==> config.mk <==
export PLATFORM = sky130hd
export DESIGN_NAME = euc_to_jis_sjis_transcoder
export DESIGN_NICKNAME = d
export VERILOG_FILES = /design/src/rtl/ejs_pkg.sv /design/src/rtl/ejs_front.sv /design/src/rtl/ejs_queue.sv /design/src/rtl/ejs_back.sv /design/src/rtl/euc_to_jis_sjis_transcoder.sv
export VERILOG_INCLUDE_DIRS = /design/src /design/src/rtl
export SDC_FILE = /design/constraint.sdc
export NUM_CORES = 1
export LEC_CHECK = 0
export ABC_AREA = 1
export BUFFER_PORTS_ARGS = -buffer_cell sky130_fd_sc_hd__buf_2
export CAP_MARGIN = 20
export CORE_MARGIN = 3
export CORE_UTILIZATION = 57
export CTS_CLUSTER_DIAMETER = 200
export DETAILED_ROUTE_END_ITERATION = 12
export PLACE_DENSITY = 0.78
export SLEW_MARGIN = 20
export SYNTH_ARGS = -nofsm -noshare
export SYNTH_HDL_FRONTEND = slang
export SYNTH_SLANG_ARGS = --single-unit
==> constraint.sdc <==
create_clock -name clk -period 5 [get_ports clk]
set_input_delay 1 -clock clk [delete_from_list [all_inputs] [get_ports clk]]
set_output_delay 1 -clock clk [all_outputs]
set_load 0.02 [all_outputs]
==> src/rtl/euc_to_jis_sjis_transcoder_macros.svh <==
// ----------------------------------------------------------------------------
// euc_to_jis_sjis_transcoder_macros.svh
// Assertion macros used by the transcoder top level.
// ----------------------------------------------------------------------------
`ifndef EUC_TO_JIS_SJIS_TRANSCODER_MACROS_SVH
`define EUC_TO_JIS_SJIS_TRANSCODER_MACROS_SVH

// checked outside reset only
`define EJS_ASSERT(label, prop, msg) \
  label: assert property (@(posedge clk) disable iff (!rst_n) prop) else $error(msg);

// checked on every edge, reset included
`define EJS_ASSERT_ALWAYS(label, prop, msg) \
  label: assert property (@(posedge clk) prop) else $error(msg);

`endif

==> src/rtl/ejs_pkg.sv <==
// ----------------------------------------------------------------------------
// ejs_pkg
// Types and constants of the EUC-JP to JIS / Shift_JIS transcoder.
// ----------------------------------------------------------------------------
`default_nettype none

package ejs_pkg;

  // output_code values; any other value acts as EUC passthrough
  localparam logic [1:0] CODE_EUC  = 2'd0;
  localparam logic [1:0] CODE_JIS  = 2'd1;
  localparam logic [1:0] CODE_SJIS = 2'd2;

  localparam logic [7:0] BYTE_ESC    = 8'h1b;
  localparam logic [7:0] BYTE_DOLLAR = 8'h24;
  localparam logic [7:0] BYTE_PAREN  = 8'h28;
  localparam logic [7:0] BYTE_B      = 8'h42;
  localparam logic [7:0] LEAD_MIN    = 8'h80;

  localparam int unsigned BURST_MAX = 8;

  typedef struct packed {
    logic [7:0] in_byte;
    logic       end_of_string;
  } ejs_in_t;

  typedef struct packed {
    logic [7:0] out_byte;
    logic       last_of_burst;
  } ejs_out_t;

  // all output bytes caused by one input byte, in order
  typedef struct packed {
    logic [BURST_MAX-1:0][7:0]       bytes;
    logic [$clog2(BURST_MAX)-1:0]    last_idx;
  } burst_t;

  typedef struct packed {
    logic full;
    logic empty;
  } q_stat_t;

endpackage

`default_nettype wire

==> src/rtl/ejs_front.sv <==
// ----------------------------------------------------------------------------
// ejs_front
// Accepts input bytes, tracks lead/run state and builds each output burst.
// ----------------------------------------------------------------------------
`default_nettype none

module ejs_front (
  input  wire logic            clk,
  input  wire logic            rst_n,
  input  wire logic            cfg_we,
  input  wire logic [1:0]      cfg_wdata,
  input  wire logic            in_valid,
  output logic                 in_ready,
  input  wire ejs_pkg::ejs_in_t in_data,
  input  wire ejs_pkg::q_stat_t q_stat,
  output logic                 q_push,
  output ejs_pkg::burst_t      q_wdata
);
  import ejs_pkg::*;

  logic [1:0] code_r, code_nxt;
  logic       kanji_r, kanji_nxt;
  logic       pend_r, pend_nxt;
  logic [7:0] held_r, held_nxt;

  logic       in_fire;
  logic [7:0] b;
  logic       eos;
  logic       is_hold, is_ascii;
  logic       jis, sjis;
  logic       open_run, close_post, close_pre, kanji_after;
  logic [7:0] lead, trail;
  logic [7:0] hi, lo, s1t, s1, s2;
  logic [8:0] s1w;
  logic [7:0] p0, p1;

  assign in_ready = !q_stat.full;
  assign in_fire  = in_valid && in_ready;
  assign b        = in_data.in_byte;
  assign eos      = in_data.end_of_string;

  always_comb begin
    is_hold  = !pend_r && b[7] && !eos;
    is_ascii = !pend_r && !b[7];
    jis      = (code_r == CODE_JIS);
    sjis     = (code_r == CODE_SJIS);
    lead     = pend_r ? held_r : b;
    trail    = pend_r ? b : 8'h00;

    // pair minus 0x8080 as a 16-bit code, then the JIS to Shift_JIS map
    hi  = lead - LEAD_MIN - {7'd0, ~trail[7]};
    lo  = trail ^ LEAD_MIN;
    s1t = hi - 8'h21;
    s1w = {2'b00, s1t[7:1]} + 9'h081;
    s1  = (s1w > 9'h09f) ? (s1w[7:0] + 8'h40) : s1w[7:0];
    if (hi[0]) begin
      s2 = lo + 8'h1f + {7'd0, (lo > 8'h5f)};
    end else begin
      s2 = lo + 8'h7e;
    end

    if (jis) begin
      p0 = lead ^ LEAD_MIN;
      p1 = trail ^ LEAD_MIN;
    end else if (sjis) begin
      p0 = s1;
      p1 = s2;
    end else begin
      p0 = lead;
      p1 = trail;
    end

    open_run    = jis && !kanji_r;
    kanji_after = kanji_r || jis;
    close_post  = eos && kanji_after;
    close_pre   = kanji_r;

    q_wdata = '0;
    if (is_ascii) begin
      if (close_pre) begin
        q_wdata.bytes[0] = BYTE_ESC;
        q_wdata.bytes[1] = BYTE_PAREN;
        q_wdata.bytes[2] = BYTE_B;
        q_wdata.bytes[3] = b;
        q_wdata.last_idx = 3'd3;
      end else begin
        q_wdata.bytes[0] = b;
        q_wdata.last_idx = 3'd0;
      end
    end else if (open_run) begin
      q_wdata.bytes[0] = BYTE_ESC;
      q_wdata.bytes[1] = BYTE_DOLLAR;
      q_wdata.bytes[2] = BYTE_B;
      q_wdata.bytes[3] = p0;
      q_wdata.bytes[4] = p1;
      q_wdata.last_idx = 3'd4;
      if (close_post) begin
        q_wdata.bytes[5] = BYTE_ESC;
        q_wdata.bytes[6] = BYTE_PAREN;
        q_wdata.bytes[7] = BYTE_B;
        q_wdata.last_idx = 3'd7;
      end
    end else begin
      q_wdata.bytes[0] = p0;
      q_wdata.bytes[1] = p1;
      q_wdata.last_idx = 3'd1;
      if (close_post) begin
        q_wdata.bytes[2] = BYTE_ESC;
        q_wdata.bytes[3] = BYTE_PAREN;
        q_wdata.bytes[4] = BYTE_B;
        q_wdata.last_idx = 3'd4;
      end
    end

    q_push = in_fire && !is_hold;
  end

  always_comb begin
    code_nxt  = cfg_we ? cfg_wdata : code_r;
    kanji_nxt = kanji_r;
    pend_nxt  = pend_r;
    held_nxt  = held_r;
    if (in_fire) begin
      pend_nxt = is_hold;
      if (is_hold) begin
        held_nxt = b;
      end else if (is_ascii) begin
        kanji_nxt = 1'b0;
      end else begin
        kanji_nxt = eos ? 1'b0 : kanji_after;
      end
    end
  end

  always_ff @(posedge clk) begin
    if (!rst_n) begin
      code_r  <= CODE_EUC;
      kanji_r <= 1'b0;
      pend_r  <= 1'b0;
    end else begin
      code_r  <= code_nxt;
      kanji_r <= kanji_nxt;
      pend_r  <= pend_nxt;
    end
  end

  // hold the lead byte; only read while a lead is pending
  always_ff @(posedge clk) begin
    held_r <= held_nxt;
  end

endmodule

`default_nettype wire

==> src/rtl/ejs_queue.sv <==
// ----------------------------------------------------------------------------
// ejs_queue
// Small FIFO of output bursts between the front and the back.
// ----------------------------------------------------------------------------
`default_nettype none

module ejs_queue #(
  parameter int unsigned DEPTH = 4
) (
  input  wire logic            clk,
  input  wire logic            rst_n,
  input  wire logic            push,
  input  wire ejs_pkg::burst_t wdata,
  input  wire logic            pop,
  output ejs_pkg::burst_t      rdata,
  output ejs_pkg::q_stat_t     stat
);
  import ejs_pkg::*;

  localparam int unsigned PTR_W = (DEPTH > 1) ? $clog2(DEPTH) : 1;
  localparam int unsigned CNT_W = $clog2(DEPTH + 1);

  burst_t             mem_r [DEPTH];
  logic [PTR_W-1:0]   wr_ptr_r, wr_ptr_nxt;
  logic [PTR_W-1:0]   rd_ptr_r, rd_ptr_nxt;
  logic [CNT_W-1:0]   count_r, count_nxt;

  assign stat.full  = (count_r == CNT_W'(DEPTH));
  assign stat.empty = (count_r == '0);
  assign rdata      = mem_r[rd_ptr_r];

  always_comb begin
    wr_ptr_nxt = wr_ptr_r;
    rd_ptr_nxt = rd_ptr_r;
    count_nxt  = count_r;
    if (push) begin
      wr_ptr_nxt = (wr_ptr_r == PTR_W'(DEPTH - 1)) ? '0 : wr_ptr_r + 1'b1;
    end
    if (pop) begin
      rd_ptr_nxt = (rd_ptr_r == PTR_W'(DEPTH - 1)) ? '0 : rd_ptr_r + 1'b1;
    end
    unique case ({push, pop})
      2'b10:   count_nxt = count_r + 1'b1;
      2'b01:   count_nxt = count_r - 1'b1;
      default: count_nxt = count_r;
    endcase
  end

  always_ff @(posedge clk) begin
    if (!rst_n) begin
      wr_ptr_r <= '0;
      rd_ptr_r <= '0;
      count_r  <= '0;
    end else begin
      wr_ptr_r <= wr_ptr_nxt;
      rd_ptr_r <= rd_ptr_nxt;
      count_r  <= count_nxt;
    end
  end

  always_ff @(posedge clk) begin
    if (push) begin
      mem_r[wr_ptr_r] <= wdata;
    end
  end

endmodule

`default_nettype wire

==> src/rtl/ejs_back.sv <==
// ----------------------------------------------------------------------------
// ejs_back
// Walks the head burst into the output register one byte per unstalled cycle.
// ----------------------------------------------------------------------------
`default_nettype none

module ejs_back (
  input  wire logic             clk,
  input  wire logic             rst_n,
  input  wire ejs_pkg::q_stat_t q_stat,
  input  wire ejs_pkg::burst_t  q_rdata,
  output logic                  q_pop,
  output logic                  out_valid,
  input  wire logic             out_ready,
  output ejs_pkg::ejs_out_t     out_data
);
  import ejs_pkg::*;

  localparam int unsigned POS_W = $clog2(BURST_MAX);

  logic [POS_W-1:0] pos_r, pos_nxt;
  logic             valid_r, valid_nxt;
  ejs_out_t         data_r, data_nxt;
  logic             load, at_last;

  assign out_valid = valid_r;
  assign out_data  = data_r;

  always_comb begin
    load      = !q_stat.empty && (!valid_r || out_ready);
    at_last   = (pos_r == q_rdata.last_idx);
    q_pop     = load && at_last;
    pos_nxt   = pos_r;
    data_nxt  = data_r;
    valid_nxt = valid_r && !out_ready;
    if (load) begin
      // advance within the burst, restart at zero once the last byte goes out
      pos_nxt                = at_last ? '0 : pos_r + 1'b1;
      data_nxt.out_byte      = q_rdata.bytes[pos_r];
      data_nxt.last_of_burst = at_last;
      valid_nxt              = 1'b1;
    end
  end

  always_ff @(posedge clk) begin
    if (!rst_n) begin
      pos_r   <= '0;
      valid_r <= 1'b0;
    end else begin
      pos_r   <= pos_nxt;
      valid_r <= valid_nxt;
    end
  end

  always_ff @(posedge clk) begin
    data_r <= data_nxt;
  end

endmodule

`default_nettype wire

==> src/rtl/euc_to_jis_sjis_transcoder.sv <==
// ----------------------------------------------------------------------------
// euc_to_jis_sjis_transcoder
// EUC-JP byte stream to EUC, ISO-2022-JP or Shift_JIS bytes.
// ----------------------------------------------------------------------------
// Usage:
//   in_*  : one EUC-JP byte per request with an end-of-string flag.
//   out_* : converted bytes; last_of_burst marks the final byte produced
//           by one input byte.
//   cfg_* : cfg_we writes the 2-bit output code (0 EUC, 1 JIS, 2 SJIS);
//           write only while no bytes are in flight.
//   A lead byte (0x80 and up) waits for its trail unless end_of_string is set.
//   A burst's first byte passes through the queue, then the output register.
//   Input is taken one byte per cycle while in_ready is high; the back end
//   sends one output byte per cycle while out_ready allows, so a burst
//   holds the back end until its last byte is out. Bursts wait in a
//   QUEUE_DEPTH-entry queue, and in_ready drops only when that queue is full.
//   When out_ready is low the output register holds its byte and the queue
//   fills, then the input stalls.
//   Reset: output code EUC, ASCII mode, no held lead, queue and output empty.
// ----------------------------------------------------------------------------
`default_nettype none

`include "euc_to_jis_sjis_transcoder_macros.svh"

module euc_to_jis_sjis_transcoder #(
  parameter int unsigned QUEUE_DEPTH = 4
) (
  input  wire logic              clk,
  input  wire logic              rst_n,
  input  wire logic              cfg_we,
  input  wire logic [1:0]        cfg_wdata,
  input  wire logic              in_valid,
  output logic                   in_ready,
  input  wire ejs_pkg::ejs_in_t  in_data,
  output logic                   out_valid,
  input  wire logic              out_ready,
  output ejs_pkg::ejs_out_t      out_data
);
  import ejs_pkg::*;

  q_stat_t q_stat;
  logic    q_push, q_pop;
  burst_t  q_wdata, q_rdata;

  ejs_front u_front (
    .clk       (clk),
    .rst_n     (rst_n),
    .cfg_we    (cfg_we),
    .cfg_wdata (cfg_wdata),
    .in_valid  (in_valid),
    .in_ready  (in_ready),
    .in_data   (in_data),
    .q_stat    (q_stat),
    .q_push    (q_push),
    .q_wdata   (q_wdata)
  );

  ejs_queue #(
    .DEPTH (QUEUE_DEPTH)
  ) u_queue (
    .clk   (clk),
    .rst_n (rst_n),
    .push  (q_push),
    .wdata (q_wdata),
    .pop   (q_pop),
    .rdata (q_rdata),
    .stat  (q_stat)
  );

  ejs_back u_back (
    .clk       (clk),
    .rst_n     (rst_n),
    .q_stat    (q_stat),
    .q_rdata   (q_rdata),
    .q_pop     (q_pop),
    .out_valid (out_valid),
    .out_ready (out_ready),
    .out_data  (out_data)
  );

  `EJS_ASSERT_ALWAYS(a_reset_clears_out, !rst_n |=> !out_valid, "output valid after reset")
  `EJS_ASSERT(a_no_push_when_full, q_push |-> !q_stat.full, "burst pushed into full queue")
  `EJS_ASSERT(a_empty_idle_stays, (q_stat.empty && !out_valid) |=> !out_valid, "output without burst")
  `EJS_ASSERT(a_pop_only_nonempty, q_pop |-> !q_stat.empty, "pop from empty queue")

endmodule

`default_nettype wire
Word level (Yosys, flattened, before mapping)
Memory sizes are Yosys's and may differ from the RTL's. A register that Yosys moved wholly into a read port is not among the register bits. Index checks and enable logic that the tools add are counted. Widths: inputs -> output; s select.

Bits in registers: 32. RAM bits: 264. Bits of input ports: 16. Output and inout port bits: 11. Word-level logic and storage cells: 94. Memories kept: 1.

Add/subtract/negate cells: 13. $lt $le $gt $ge: 3. Eq/ne operators: 8. Multiplexer cells: 30. Bitwise gates (word level): 3. Reductions and logical operators: 25.

Memory list: u_queue.mem_r (depth 4, bits a word 66, read ports 1, clocked after Yosys merged registers in 1, wr ports 1, line ejs_queue.sv:23) `burst_t mem_r [DEPTH];`.

Operators with widths (number): $mux 8 (9); $mux 23 (2); $mux 43 (1); $mux 35 (1); $mux 31 (1); $bmux 8 s3 (1); $mux 24 (1); $add 8x7->8 const B (2); $mux 11 (1); $logic_and 1x1->1 (10); $mux 2 (5); $add 7x8->9 const B (1); $gt 9x8->1 const B (1); $logic_not 1->1 (9); $add 8x1->8 (1); $add 8x5->8 const B (1); $eq 2x2->1 const B (4); $gt 8x7->1 const B (1); $sub 8x1->8 (1); $sub 8x6->8 const B (1); $sub 8x8->8 const B (1); $add 3x1->3 const B (2); $mux 3 (2); $pmux 3 s2 (1); other kinds (12) (22).

Logic depth before layout (Yosys ltp)
Gate-level depths: netlist of the first run.

Depth after elaboration: 11. Depth in mapped cells: 31. Mapped depth without buffers: 31.

Modules after synthesis
A second synthesis of the first run with hierarchy kept.

Cell total of the unflattened synthesis: 1309. Area total of the unflattened synthesis: 13954.6 um^2.

Modules (own cells, without submodules): ejs_queue (times used 1, cells an instance 708, area each 10398.7 um^2, sequential area each 8227.9 um^2); ejs_front (times used 1, cells an instance 419, area each 2407.3 um^2, sequential area each 320.3 um^2); ejs_back (times used 1, cells an instance 182, area each 1148.6 um^2, sequential area each 350.3 um^2).

Worst setup path after synthesis of the first run
Ideal clock, no wire load.

Path kind: in2reg. From: input in_data[1] in the netlist's numbering. To: memory u_queue.mem_r[0][33] in the netlist's numbering, data pin. Library setup time: 265 ps. Data arrival time: 3950 ps. Data required time: 4735 ps. Setup slack: 784 ps. Stages: 29. Buffers on the path: 0. Path through: inv_1 -> nand2_1 -> o21ai_0 -> ha_1 -> inv_1 -> ha_1 -> inv_1 -> fa_1 -> xor2_1 -> inv_1 -> ha_1 -> inv_1 -> nor2_2 -> nand3_2 -> nor2_4 -> nand2_1 -> nand2_1 -> nand2_1 -> ha_1 -> nand2_1 -> nor2_1 -> nand3b_1 -> nand2_1 -> nand2_1 -> nand2_1 -> nand2_1 -> nand3_2 -> nand3_1 -> nand2_1.

RTL lines: from (decl) (line euc_to_jis_sjis_transcoder.sv:34) `input wire ejs_pkg::ejs_in_t in_data,`; to (decl) (line ejs_queue.sv:23).

==> results of run 1 <==
flip-flops by register name, summed over array words and instances, names as in the netlist, 2 cells and up, named ones only:
register          count
u_queue.wr_ptr_r      2
u_queue.rd_ptr_r      2
u_front.held_r        8
u_queue.mem_r       156
u_queue.count_r       3
u_back.pos_r          3
u_front.code_r        2
u_back.out_data       9
cell usage in the layout (no fill, tap or decap), types with 4 or more instances in the layout:
cell,synthesis,final
a211oi_1,4,4
a21oi_1,35,35
a31oi_1,5,5
buf_2,6,26
buf_4,0,13
clkbuf_16,0,17
clkinv_1,4,5
clkinvlp_4,0,5
dfxtp_1,17,16
edfxtp_1,173,173
ha_1,22,22
inv_1,94,93
inv_2,3,4
nand2_1,170,170
nand2_2,5,5
nand3_1,42,42
nand3_2,4,4
nor2_1,121,116
nor2_4,2,6
o21ai_0,106,106
o22ai_1,43,43
or2_2,5,5
xor2_1,7,7
cell type report:
type,instances,share of cell area
Sequential cell,190,0.547
Multi-Input combinational cell,603,0.307
Timing Repair Buffer,39,0.0225
Tap cell,211,0.0261
Clock inverter,10,0.0139
Clock buffer,22,0.0459
Inverter,101,0.0375
critical path, delay by kind of cell:
| family | cells | cell delay, ns |
|---|---|---|
| fa+ha+maj | 5 | 1.30 |
| compound gates | 1 | 0.11 |
| buf+inv | 6 | 0.48 |
| simple gates | 17 | 1.44 |
| xor+xnor | 1 | 0.20 |
routing by layer:
metal,global-route usage,up-vias
met5,0,-
met4,0.0970,0
li1,-,3264
met1,0.321,3252
met3,0.0567,36
met2,0.399,315
worst paths after layout:
kind	from	endpoint
min reg2reg	u_front.code_r[0]	u_front.code_r[0]
max	in_data[1]	u_queue.mem_r[3][33]
max reg2reg	u_front.pend_r	u_queue.mem_r[3][33]
min	u_front.code_r[0]	u_front.code_r[0]
power breakdown:
part	total, mW	switching, mW	internal (mW)
Clock	1.37	0.557	0.811
Sequential	2.01	0.0718	1.94
Combinational	1.47	1.02	0.451
Total	4.85	1.65	3.20
cell families after synthesis:
family	synth area share
XOR/XNOR	0.00864
AND/OR/NAND/NOR	0.163
buffers and inverters	0.0568
adder cells (fa/ha/maj)	0.0346
flip-flops	0.607
AO/OA/AOI/OAI	0.130
==> metrics.yaml, run 1 <==
clocking:
  cts_hold_buf: 0
  clkLatencyLatePin_ns: 0.44
  cts_root_buf: "clkbuf_16"
  cts.sinks: 190
  clockBufferDepth: 2
  clk_pin_slew_worst_paths_ns: 0.07
  tritoncts: "yes"
  htree_levels: 4
  cts_buffers: 17
  cts-resized-gates: 0
  post_cts.repair.setup_buffers: 0
synthesis:
  yosys.area.top_type: "edfxtp_1"
  synth_cell_type_count: 43
  syn_nets: 969
  post-synth-top-count-cell: "edfxtp_1"
  synth_top_area_share: 0.569
  syn_avg_cell_area_sq_um: 9.82
  async_reset_ff_frac: 0
  synthFlopType: "edfxtp_1"
  postSynthCellCount: 929
  ys_seq_area_frac: 0.607
  synth_edf_count: 173
  synth_commonest_cells: "173 x edfxtp_1, 170 x nand2_1, 121 x nor2_1"
  yosys_warnings: 0
  ys_ff_latch: 190
  synthTopCellsByArea: "edfxtp_1 57%, nand2_1 7.0%, o21ai_0 5.8%"
  synth.cell_area_sq_um: 9120
detailed_routing:
  drt-met1-wl_microns: 8580
  vias_per_cell: 5.84
  first_iter_violations: 731
  wl_microns: 21100
  first_pass_iters: 6
  wl_met3_microns: 1880
  wl_met2_microns: 10200
  ant_nets: 0
  routed.top_layer: "met4"
  wl_per_cell_microns: 17.9
  drc: 0
  vias: 6867
placed_design:
  place_inst: 1144
  io_buffers: 26
  placed_area_sq_um: 9510
  dp_worst_setup_slack_ns: 0.281
  dpl.hpwl_microns: 14300
  gp_congestion: 0.957
global_route:
  antenna_found_initial: 0
  grt_overflow: 0
  grt_pass1_wl_microns: 33400
  first_global_vias: 6406
  grt.total_usage: 0.245
  grt_max_degree: 80
timing:
  relSlewSlack: 0.371
  setup_slack_ns: 0.631
  drv_slew: 0
  timing.final.crit_share: 0.874
  fmax_mhz: 229
  whs_ns: 0.475
  setup_viol: 0
  tightestPinTransition_ns: 0.941
  fin_skew_ns: 0.00900
  min_period_ns: 4.37
  rsz0062_at_grt: "false"
  fin_setup_tns_ns: 0
  hold_viol: 0
min_path:
  hold_class: "reg -> reg"
  holdPathStages: 2
finish:
  antennaDiodeCount: 0
  area_growth_pct: 10.9
  fillers: 1243
  stdcell_area_sq_um: 10100
  multiInputGateArea_sq_um: 3100
  utilization: 0.656
  fin_cells: 1176
  layout-drive-gt1-share: 0.0984
  area.sequential_sq_um: 5540
  layout.nets: 992
die:
  die_h_microns: 133
  row_count: 45
  start_util: 0.591
  die_w_microns: 133
  core_sq_um: 15400
  die-area_sq_um: 17600
  ios: 27
setup_path:
  critical-path-max-stage-delay_ns: 0.53
  worst_ep_arrival_time_ns: 4.53
  cpMaxStageDelayCell: "fa_1"
  rrSetupSlack_ns: 0.82
  ff2ff_path_depth: 28
  crit_path_end_kind: "register"
  critPathLaunchType: "input port"
  crit_fanout: 5
  crit_type: "in -> reg"
  crit_required_ns: 5.16
  crit_path_frequent_cell: "nand2_1"
power_and_ir_drop:
  max-vdd-ir-drop_v: 0.000289
  p_leak_nw: 4.01
  powerDensity_nw_per_um2: 479
  p_total_mw: 4.85
status:
  outcome: "finished, final reports clean"
job:
  cap_violations: 0
(Power assumes the default switching activity.)
==> run 2, diff against run 1 <==
- PLACE_DENSITY: 0.78 -> default
- PLACE_DENSITY_LB_ADDON: default -> 0.2
==> metrics.yaml, run 2 (synthesis results as in run 1) <==
power_and_ir_drop:
  seqPwrFrac: 0.415  # was 0.414
  clockPowerShare: 0.283  # was 0.282
  p_int_mw: 3.17  # was 3.20 mW
  combPwrFrac: 0.302  # was 0.304
  powerDensity_nw_per_um2: 479  # about the same
  p_leak_nw: 4.02  # was 4.01 nW
  swShare: 0.345  # was 0.340
  power.switching_mw: 1.67  # was 1.65 mW
  max-vdd-ir-drop_v: 0.000275  # was 0.000289 V
setup_path:
  ff2ff_path_depth: 28  # unchanged
  crit_path_frequent_cell: "nand2_1"  # unchanged
  cpMaxStageDelayCell: "dfxtp_1"  # was fa_1
  r2r_start: "u_front.pend_r"  # unchanged
  crit_fanout: 13  # was 5
  crit_required_ns: 5.16  # about the same
  critical-path-max-stage-delay_ns: 0.57  # was 0.53 ns
  crit_path_end_kind: "register"  # unchanged
  startpoint: "u_front.pend_r"  # was in_data[1]
  r2r-end: "u_queue.mem_r[3][33]"  # unchanged
  critPathLaunchType: "register"  # was input port
  rrSetupSlack_ns: 0.67  # was 0.82 ns
  crit_type: "reg -> reg"  # was in -> reg
  worst_ep_arrival_time_ns: 4.48  # was 4.53 ns
clocking:
  clk_pin_slew_worst_paths_ns: 0.07  # about the same
  clkLatencyLatePin_ns: 0.43  # was 0.44 ns
  cts_hold_buf: 0  # unchanged
  cts.sinks: 190  # unchanged
  cts_buffers: 17  # unchanged
  tritoncts: "yes"  # unchanged
  clockBufferDepth: 2  # unchanged
  cts-resized-gates: 0  # unchanged
  htree_levels: 4  # unchanged
  cts_root_buf: "clkbuf_16"  # unchanged
  post_cts.repair.setup_buffers: 0  # unchanged
detailed_routing:
  drc: 0  # unchanged
  wl_per_cell_microns: 18.1  # was 17.9 microns
  wl_microns: 21300  # was 21100 microns
  first_iter_violations: 626  # was 731
  ant_nets: 0  # unchanged
  vias_per_cell: 5.79  # was 5.84
  vias: 6803  # was 6867
  first_pass_iters: 7  # was 6
finish:
  area.sequential_sq_um: 5540  # unchanged
  largest_reg_flops: 156  # unchanged
  final_cell_mix: "173 x edfxtp_1, 170 x nand2_1, 117 x nor2_1"  # was 173 x edfxtp_1, 170 x nand2_1, 116 x nor2_1
  top_register: "u_queue.mem_r"  # unchanged
  area_growth_pct: 10.6  # was 10.9%
  fillers: 1244  # was 1243
  multiInputGateArea_sq_um: 3100  # about the same
  layout.nets: 991  # was 992
  antennaDiodeCount: 0  # unchanged
  layout-drive-gt1-share: 0.0975  # was 0.0984
  final_common_cell: "edfxtp_1"  # unchanged
  utilization: 0.654  # was 0.656
timing:
  rsz0062_at_grt: "false"  # unchanged
  tightestPinTransition_ns: 1.08  # was 0.941 ns
  timing.final.crit_share: 0.865  # was 0.874
  fin_setup_tns_ns: 0  # unchanged
  fmax_mhz: 231  # was 229 MHz
  setup_viol: 0  # unchanged
  relSlewSlack: 0.280  # was 0.371
  min_period_ns: 4.33  # was 4.37 ns
  drv_slew: 0  # unchanged
  fin_skew_ns: 0.00891  # was 0.00900 ns
  hold_viol: 0  # unchanged
global_route:
  first_global_vias: 6166  # was 6406
  grt_use_met3: 0.0536  # was 0.0567
  grt_max_degree: 60  # was 80
  met1_usage: 0.348  # was 0.321
  grt.total_usage: 0.247  # was 0.245
  grt_pass1_wl_microns: 33300  # was 33400 microns
  grt_busiest_layer: "met2"  # unchanged
  grt_util_met2: 0.378  # was 0.399
  grt_overflow: 0  # unchanged
  antenna_found_initial: 0  # unchanged
min_path:
  holdPathStages: 2  # unchanged
  hold_class: "reg -> reg"  # unchanged
  worstHoldStart: "u_front.code_r[0]"  # unchanged
  worstHoldEndpoint: "u_front.code_r[0]"  # unchanged
die:
  die-area_sq_um: 17600  # unchanged
  die_w_microns: 133  # unchanged
  die_h_microns: 133  # unchanged
  start_util: 0.591  # unchanged
  row_count: 45  # unchanged
  core_sq_um: 15400  # unchanged
  ios: 27  # unchanged
placed_design:
  dpl.hpwl_microns: 14000  # was 14300 microns
  gp_congestion: 0.880  # was 0.957
  io_buffers: 26  # unchanged
status:
  outcome: "finished, final reports clean"  # unchanged
job:
  cap_violations: 0  # unchanged
[run 2: metrics by stage]
step                      instance area [sq um]  setup slack, ns  hold slack [ns]  total power, mW  std cells
final                                     10100            0.674            0.479             4.84       1175
after global routing                      10100            0.177            0.506             5.10       1175
after CTS                                 10100            0.671            0.480             4.84       1175
after detailed placement                   9500            0.292            0.470             3.48       1143
after global placement                     9500            0.451            0.461             3.46       1143
after floorplan                            9120            0.784            0.445             3.05        929
[run 2: worst max-delay path by stage]
stage                            to  slack (ns)  cells past startpoint
2_1_floorplan  u_queue.mem_r[0][33]        0.78                     29
3_3_place_gp   u_queue.mem_r[1][33]        0.45                     30
3_5_place_dp   u_queue.mem_r[1][33]        0.29                     30
4_1_cts        u_queue.mem_r[0][33]        0.67                     28
5_1_grt        u_queue.mem_r[0][33]        0.18                     26
6_report       u_queue.mem_r[3][33]        0.67                     28
[run 2: final cells by class]
class                      instances  share of cell area
multi-input combinational        603               0.307
inverter                         101              0.0376
tap                              211              0.0262
clock inverter                    13              0.0160
timing repair buffer              38              0.0218
sequential                       190               0.548
clock buffer                      19              0.0429
[run 2: routing by layer]
metal  up-vias  wire, microns
li1       3272              -
met1      3206           9240
met2       280           9920
met3        45           1580
met4         0            525
met5         -              0
[run 2: power by group through the flow]
stage                     clock network, mW  logic (mW)  registers, mW
after CTS                              1.38        1.45           2.01
after detailed placement                  0        1.44           2.04
final                                  1.37        1.46           2.01
after global placement                    0        1.42           2.04
after floorplan                           0       0.989           2.07
after global routing                   1.45        1.63           2.02
[run 2: critical path: cells and delay by family (launching register included)]
| family | cells | cell delay [ns] |
|---|---|---|
| AOI/OAI and AO/OA | 1 | 0.27 |
| xor gates and xnor gates | 1 | 0.19 |
| adders and majority gates | 5 | 1.24 |
| buffers and inverters | 5 | 0.44 |
| DFF | 1 | 0.57 |
| and+or+nand+nor | 16 | 1.35 |
